### src/design/aspb_pkg.sv
// Shared constants and helpers for the ARGB sprite pixel blend pipeline.
`default_nettype none
package aspb_pkg;

    localparam int unsigned PIX_W  = 32;
    localparam int unsigned ADDR_W = 4;

    typedef logic [2:0] t_op;
    typedef logic [1:0] t_mode;
    typedef logic [1:0] t_reg_idx;

    localparam t_op OP_MUL  = 3'd0;
    localparam t_op OP_KEEP = 3'd1;
    localparam t_op OP_MIX  = 3'd2;
    localparam t_op OP_ADD  = 3'd3;
    localparam t_op OP_SUB  = 3'd4;

    localparam t_mode MODE_OPAQUE = 2'd0;
    localparam t_mode MODE_ALPHA  = 2'd1;
    localparam t_mode MODE_ADD    = 2'd2;

    localparam t_reg_idx REG_COMBINE_OP = 2'd0;
    localparam t_reg_idx REG_BLEND_MODE = 2'd1;
    localparam t_reg_idx REG_COLOUR     = 2'd2;

    localparam t_op   OP_RESET   = OP_KEEP;
    localparam t_mode MODE_RESET = MODE_OPAQUE;

    // 16-bit value read as signed, narrowed to a byte
    function automatic logic [7:0] f_to_byte(input logic [15:0] v);
        logic [7:0] r;
        if (v[15]) begin
            r = 8'd0;
        end else if (v[14:8] != 7'd0) begin
            r = 8'hFF;
        end else begin
            r = v[7:0];
        end
        return r;
    endfunction

    // clamp a 9-bit sum to white
    function automatic logic [7:0] f_sat_white(input logic [8:0] v);
        logic [7:0] r;
        r = v[8] ? 8'hFF : v[7:0];
        return r;
    endfunction

endpackage
`default_nettype wire

### src/design/argb_sprite_pixel_blend.sv
// ARGB sprite pixel modulate and blend, four-stage pipeline with APB config.
//
// Input stream: s_tdata carries the sprite pixel (bits 31:0) and the destination
// pixel read from the back buffer (bits 63:32). Output stream: m_tdata carries
// the pixel to write back. Every request gives exactly one result.
// Stage 1 forms the combine products, stage 2 the combined bytes, stage 3 the
// blend products, stage 4 the blended pixel into the output register.
// Four register stages, the first loaded at the accepting edge; one pixel per
// cycle sustained while m_tready stays high.
// Each stage advances when the stage after it is empty or moving, so bubbles
// close up and a stalled receiver holds the pipeline without loss.
// s_tready is low only when every stage holds a pixel and m_tready is low.
// Registers over APB: combine_op at 0x0, blend_mode at 0x4, colour_word at 0x8.
// Write them only while the pipeline is empty. An undefined combine_op or
// blend_mode passes the destination pixel through unchanged.
// Reset clears all valid bits and loads combine_op=keep, blend_mode=opaque,
// colour_word=0.
`default_nettype none
module argb_sprite_pixel_blend (
    input  wire                         i_clk,
    input  wire                         i_rst_n,
    input  wire                         s_tvalid,
    output logic                        s_tready,
    input  wire  [63:0]                 s_tdata,   // sprite_pixel, dest_pixel
    output logic                        m_tvalid,
    input  wire                         m_tready,
    output logic [31:0]                 m_tdata,   // result_pixel
    input  wire                         psel,
    input  wire                         penable,
    input  wire                         pwrite,
    input  wire  [aspb_pkg::ADDR_W-1:0] paddr,
    input  wire  [31:0]                 pwdata,
    output logic [31:0]                 prdata,
    output logic                        pready
);
    import aspb_pkg::*;

    // configuration
    t_op         r_op;
    t_mode       r_mode;
    logic [31:0] r_colour;
    t_reg_idx    w_idx;
    logic        w_bad_cfg;

    assign pready = 1'b1;
    assign w_idx  = paddr[ADDR_W-1:2];

    always_ff @(posedge i_clk) begin
        if (!i_rst_n) begin
            r_op     <= OP_RESET;
            r_mode   <= MODE_RESET;
            r_colour <= '0;
        end else if (psel && penable && pwrite && pready) begin
            unique case (w_idx)
                REG_COMBINE_OP: r_op     <= pwdata[2:0];
                REG_BLEND_MODE: r_mode   <= pwdata[1:0];
                REG_COLOUR:     r_colour <= pwdata;
                default: ;
            endcase
        end
    end

    always_comb begin
        unique case (w_idx)
            REG_COMBINE_OP: prdata = {29'd0, r_op};
            REG_BLEND_MODE: prdata = {30'd0, r_mode};
            REG_COLOUR:     prdata = r_colour;
            default:        prdata = '0;
        endcase
    end

    assign w_bad_cfg = (r_op > OP_SUB) || (r_mode > MODE_ADD);

    // colour alpha mixture (sign-extended alpha, packed twice)
    logic [31:0] w_ext, w_packed, w_inverse;
    logic [1:0][15:0] w_keep, w_lose;

    always_comb begin
        w_ext     = {{24{r_colour[31]}}, r_colour[31:24]};
        w_packed  = {w_ext[15:0], 16'd0} | w_ext;
        w_inverse = (w_packed ^ 32'h00FF00FF) << 8;
        w_keep[0] = w_packed[15:0];
        w_keep[1] = w_packed[31:16];
        w_lose[0] = w_inverse[15:0];
        w_lose[1] = w_inverse[31:16];
    end

    // stage enables
    logic r_v1, r_v2, r_v3, r_v4;
    logic w_en1, w_en2, w_en3, w_en4;

    assign w_en4    = !r_v4 || m_tready;
    assign w_en3    = !r_v3 || w_en4;
    assign w_en2    = !r_v2 || w_en3;
    assign w_en1    = !r_v1 || w_en2;
    assign s_tready = w_en1;
    assign m_tvalid = r_v4;

    always_ff @(posedge i_clk) begin
        if (!i_rst_n) begin
            r_v1 <= 1'b0;
            r_v2 <= 1'b0;
            r_v3 <= 1'b0;
            r_v4 <= 1'b0;
        end else begin
            if (w_en1) r_v1 <= s_tvalid;
            if (w_en2) r_v2 <= r_v1;
            if (w_en3) r_v3 <= r_v2;
            if (w_en4) r_v4 <= r_v3;
        end
    end

    // stage 1: combine products
    logic [3:0][23:0] n1_kept, n1_lost, r1_kept, r1_lost;
    logic [3:0][15:0] n1_mul, r1_mul;
    logic [31:0]      r1_src, r1_dst;

    always_comb begin
        for (int k = 0; k < 4; k++) begin
            n1_kept[k] = {16'd0, s_tdata[8*k +: 8]} * {8'd0, w_keep[k % 2]};
            n1_lost[k] = {16'd0, r_colour[8*k +: 8]} * {8'd0, w_lose[k % 2]};
            n1_mul[k]  = {8'd0, s_tdata[8*k +: 8]} * {8'd0, r_colour[8*k +: 8]};
        end
    end

    always_ff @(posedge i_clk) begin
        if (w_en1) begin
            r1_kept <= n1_kept;
            r1_lost <= n1_lost;
            r1_mul  <= n1_mul;
            r1_src  <= s_tdata[31:0];
            r1_dst  <= s_tdata[63:32];
        end
    end

    // stage 2: combined bytes
    logic [3:0][15:0] n2_put, r2_put;
    logic [31:0]      r2_dst;

    always_comb begin
        for (int k = 0; k < 4; k++) begin
            logic [7:0]  s, c;
            logic [15:0] kept, lost;
            logic [8:0]  sum;
            s    = r1_src[8*k +: 8];
            c    = r_colour[8*k +: 8];
            kept = r1_kept[k][23:8];
            lost = {8'd0, r1_lost[k][23:16]};
            sum  = {1'b0, s} + {1'b0, c};
            unique case (r_op)
                OP_MUL: n2_put[k] = {8'd0, r1_mul[k][15:8]};
                OP_MIX: begin
                    if (r_mode == MODE_ALPHA) begin
                        n2_put[k] = kept + lost;
                    end else begin
                        n2_put[k] = {8'd0, f_to_byte(kept) + f_to_byte(lost)};
                    end
                end
                OP_ADD:  n2_put[k] = {8'd0, f_sat_white(sum)};
                OP_SUB:  n2_put[k] = {8'd0, (s > c) ? (s - c) : 8'd0};
                default: n2_put[k] = {8'd0, s};
            endcase
        end
    end

    always_ff @(posedge i_clk) begin
        if (w_en2) begin
            r2_put <= n2_put;
            r2_dst <= r1_dst;
        end
    end

    // stage 3: blend products
    logic [3:0][23:0] n3_q1, n3_q2, r3_q1, r3_q2;
    logic [3:0][15:0] r3_put;
    logic [31:0]      r3_dst;
    logic [15:0]      w_inva;

    assign w_inva = r2_put[3] ^ 16'h00FF;

    always_comb begin
        for (int k = 0; k < 4; k++) begin
            n3_q1[k] = {16'd0, r2_put[3][7:0]} * {8'd0, r2_put[k]};
            n3_q2[k] = {16'd0, r2_dst[8*k +: 8]} * {8'd0, w_inva};
        end
    end

    always_ff @(posedge i_clk) begin
        if (w_en3) begin
            r3_q1  <= n3_q1;
            r3_q2  <= n3_q2;
            r3_put <= r2_put;
            r3_dst <= r2_dst;
        end
    end

    // stage 4: blended pixel
    logic [31:0] n4_pix, r4_pix;

    always_comb begin
        for (int k = 0; k < 4; k++) begin
            logic [7:0]  d;
            logic [15:0] asum;
            logic [8:0]  ssum;
            d    = r3_dst[8*k +: 8];
            asum = r3_q1[k][23:8] + r3_q2[k][23:8];
            ssum = {1'b0, d} + {1'b0, r3_put[k][7:0]};
            if (w_bad_cfg) begin
                n4_pix[8*k +: 8] = d;
            end else begin
                unique case (r_mode)
                    MODE_ALPHA: n4_pix[8*k +: 8] = f_to_byte(asum);
                    MODE_ADD:   n4_pix[8*k +: 8] = f_sat_white(ssum);
                    default:    n4_pix[8*k +: 8] = r3_put[k][7:0];
                endcase
            end
        end
    end

    always_ff @(posedge i_clk) begin
        if (w_en4) begin
            r4_pix <= n4_pix;
        end
    end

    assign m_tdata = r4_pix;

endmodule
`default_nettype wire

### config.mk
export PLATFORM = sky130hd
export DESIGN_NAME = argb_sprite_pixel_blend
export DESIGN_NICKNAME = d
export VERILOG_FILES = /design/src/design/aspb_pkg.sv /design/src/design/argb_sprite_pixel_blend.sv
export SDC_FILE = /design/constraint.sdc
export NUM_CORES = 2
export LEC_CHECK = 0
export BUFFER_PORTS_ARGS = -buffer_cell sky130_fd_sc_hd__buf_2
export CORE_MARGIN = 3
export CORE_UTILIZATION = 30
export DETAILED_ROUTE_END_ITERATION = 6
export PLACE_DENSITY = 0.56
export SYNTH_ARGS = -nofsm -noshare
export SYNTH_HDL_FRONTEND = slang
export SYNTH_SLANG_ARGS = --single-unit
### constraint.sdc
create_clock -name i_clk -period 15.4 [get_ports i_clk]
set_input_delay 0.77 -clock i_clk [delete_from_list [all_inputs] [get_ports i_clk]]
set_output_delay 0.77 -clock i_clk [all_outputs]
set_load 0.01 [all_outputs]
==> metrics.md <==
| Metric | Value |
|---|---|
| Status | `finished clean` |
| Worst VDD drop | `roughly 70 uV` |
| Post-Syn Instances | `between 9000 and 10000` |
| DR vias | `between 60000 and 70000` |
| DIE AREA | `~0.29 mm^2` |
| Ys flop type | `edfxtp_1` |
| Post-synth EDFFs | `512` |
| Initial core utilization | `a little under a third` |
| CTS tree | `built` |
| Setup TNS | `0 ns` |
| Die height | `roughly 540 um` |
| Post-synthesis sequential area ratio | `a little under a fifth` |
| R2R Setup Slk | `8.17 ns` |
| Max cap viols | `0` |
| Setup crit end kind | `flip-flop` |
| Core Area | `~0.29 mm^2` |
| Cts bufs inserted | `between 70 and 80` |
| Post-DP HPWL | `approximately 170 mm` |
| Final hold viol count | `0` |
| Async set-reset flop share out of synthesis | `0%` |
| Type of the worst min-delay path | `primary input to flip-flop` |
| Total track usage | `around 16%` |
| Min cycle time layout | `7.23 ns` |
| Rel. slew slack | `roughly 30%` |
| Hold depth | `1` |
| CTS max path bufs | `3` |
| Antenna violations before repair | `26` |
| Hold slack | `approximately 0.26 ns` |
| CP Data Arrival Time | `7.67 ns` |
| Final Worst Setup Slack | `between 8 and 9 ns` |
| Syn Area/Cell | `around 9.5 um^2` |
| Count of cell types in the netlist | `between 80 and 90` |
| Hold path start | `s_tdata[53]` |
| Post-cts resize count | `0` |
| # rows | `196` |
| Mapped cell area | `0.0865 mm^2` |
| RR Endpoint | `r1_lost[47]` |
| Detailed Route WL | `226 mm` |
| Final RePlAce weighted congestion | `0.851` |
| FMAX | `approximately 140 MHz` |
| DRC violations left | `0` |
| Worst hold endpoint | `r1_dst[21]` |
| Routed Antenna Nets | `0` |
| Clock Sinks | `between 500 and 600` |
| Final instance area | `between 0.09 and 0.1 mm^2` |
| Setup violations, final | `0` |
| First-pass GRT wire length | `~370 mm` |
| Worst Path Required | `~16 ns` |
| Fin. max-slew vios | `0` |
| CTS hold repair buffers | `0` |
| Avg WL per Cell | `about 18 um` |
| Period utilization | `between 40% and 50%` |
| Placed cell area | `slightly above 0.09 mm^2` |
| I/O pins | `~170` |
| RSZ-0062 raised after global routing | `no` |
| Layout Skew | `about 0.060 ns` |
| R2R depth | `21` |
| Clock latency at the later pin of the worst-skew pair | `approximately 0.70 ns` |
| Area grow syn2layout | `8.69%` |
| Layout cells sized above 1 | `4.90%` |
| Postcts setup bufs | `0` |
| Root Buffer | `clkbuf_16` |
| Warnings from Yosys | `0` |
| Worst Tran Pin Value | `1.04 ns` |
| Largest net degree at the start of global routing | `roughly 130` |
| Drt pass-1 iters | `5` |
| Reg clk slew, reported paths | `0.07 ns` |
| PortBufs | `170` |
| #FFs+latches synth | `553` |
| Crit Reg-Reg Startpoint | `r_colour[31]` |
| Total power | `~6.5 mW` |
| Vias per cell | `roughly 4.8` |
| Vias in the first global route | `67000` |
| Crit Path Category | `flip-flop to flip-flop` |
| Leakage power | `between 40 and 50 nW` |
| Grt ovf | `0` |
| Pwr Density | `around 69 mW/mm^2` |
| Final-stage net count | `11500` |
| Crit path max fanout | `45` |
| Die width | `~540 um` |
| Worst slack at placement | `between 8 and 9 ns` |
| Htree depth | `3` |
| 1st-iter DRT viols | `~3400` |
| Worst setup SP type | `flip-flop` |
-- power by group --
part           switching [mW]  internal, mW  total (mW)
combinational            1.53          1.18        2.72
clock                   0.759          1.01        1.77
sequential              0.144          1.87        2.02
total                    2.44          4.06        6.50
-- final cells by class --
class	instances	area, um^2
Clock inverter	48	504
Clock buffer	86	1920
Sequential cell	553	16200
Timing Repair Buffer	252	1530
Antenna cell	5	12.5
Fill cell	29200	192000
Tap cell	3762	4710
Multi-Input combinational cell	6516	62900
Inverter	1679	6300
-- cell usage in the layout, fill, tap and decap left out, types with 67 or more instances in the layout --
master / n
a21o_1: 97
clkbuf_16: 75
nand2b_1: 68
o21bai_1: 67
xnor2_1: 267
nor2_1: 463
a21oi_1: 321
buf_4: 77
nor3_1: 77
xor2_1: 121
edfxtp_1: 512
nand2_1: 800
inv_1: 1674
fa_1: 1292
o21ai_0: 214
o21a_1: 70
buf_2: 170
and2_1: 680
nor2b_1: 333
ha_1: 993
-- kinds of logic after synthesis --
family,Yosys count,synth area share [%]
AND/OR/NAND/NOR,2720,16.0
adder cells (fa/ha/maj),2286,44.3
buffers and inverters,2010,8.75
flip-flops,553,18.7
AO/OA/AOI/OAI,1082,8.06
XOR/XNOR,388,3.93
other,2,0.00868
multiplexers,25,0.291
-- per-layer routing --
metal / GRT usage [%] / part of all wire [%]
met4: 3.46 / 2.0
met5: 0 / 0.031
met1: 22.4 / 48
met2: 25.0 / 45
met3: 1.99 / 5.6
-- critical path: stages (launching register included) --
cell	delay, ns
dfxtp_4	0.71
buf_4	0.64
clkinv_1	0.14
buf_4	0.34
nand2_1	0.33
nor2_1	0.11
fa_1	0.55
inv_1	0.05
fa_1	0.54
inv_1	0.05
fa_1	0.51
fa_1	0.45
ha_1	0.21
or3_1	0.41
a211oi_1	0.25
a211o_1	0.21
a21oi_1	0.13
a41o_1	0.31
o41a_1	0.36
a21oi_1	0.24
o21bai_1	0.10
xnor2_1	0.30
-- per-stage QoR --
stage | cells | util [%]
2_1_floorplan | 9079 | -
3_3_place_gp | 12800 | 32.0
3_5_place_dp | 12800 | 32.0
4_1_cts | 12900 | 32.9
5_1_grt | 12900 | 32.9
6_report | 12900 | 32.9
-- synthesized netlist by cell type, types with 9 or more instances --
cell type	instances	share of area, %
a211oi_1	24	0.21
a22oi_1	9	0.078
buf_1	28	0.12
a41o_1	9	0.10
nand3b_1	37	0.32
o31a_1	9	0.091
or3_1	25	0.18
o21bai_1	67	0.58
a211o_1	12	0.12
nor4_1	14	0.10
dfxtp_1	41	0.95
a222oi_1	12	0.14
nand2b_1	68	0.49
nand2_1	802	3.5
o31ai_1	12	0.10
a21oi_1	322	1.9
mux2i_1	24	0.28
xnor2_1	267	2.7
nor2_1	466	2.0
nor2b_1	334	2.4
o21ai_1	9	0.052
or2_2	40	0.29
ha_1	994	14
a2111oi_0	11	0.11
a21o_1	97	0.84
clkbuf_1	298	1.3
o21a_1	70	0.61
nand4_1	37	0.27
and2_1	680	4.9
a31oi_1	36	0.26
a21boi_0	52	0.45
nand3_1	59	0.34
nor3_1	78	0.45
and4b_1	10	0.12
and3_1	31	0.22
o211ai_1	27	0.23
fa_1	1292	30
xor2_1	121	1.2
or4_1	10	0.087
o2111ai_1	14	0.14
o21ai_0	214	1.2
inv_1	1675	7.3
edfxtp_1	512	18
-- how the worst max path moves through the flow --
| stage | from | to | slack, ns | depth (start not counted) |
|---|---|---|---|---|
| detailed placement | r_colour[31] | r1_lost[47] | 8.36 | 21 |
| finish | r_colour[31] | r1_lost[47] | 8.17 | 21 |
| global route | r_colour[31] | r1_kept[95] | 7.93 | 22 |
| floorplan | m_tready | r1_dst[0] | 9.42 | 3 |
| CTS | r_colour[31] | r1_lost[47] | 8.27 | 21 |
| global placement | r_colour[31] | r1_lost[47] | 8.43 | 21 |
-- state kept, by name, summed over array words and instances (netlist names), 2 cells and up --
signal,flops
r1_kept,64
r1_src,32
r3_q1,65
r2_put,64
m_tdata,32
r_colour,32
r3_put,31
r1_lost,32
r1_dst,32
r_mode,2
r2_dst,32
r1_mul,32
r3_q2,64
r3_dst,32
r_op,3
Power figures use the tool's default switching activity.
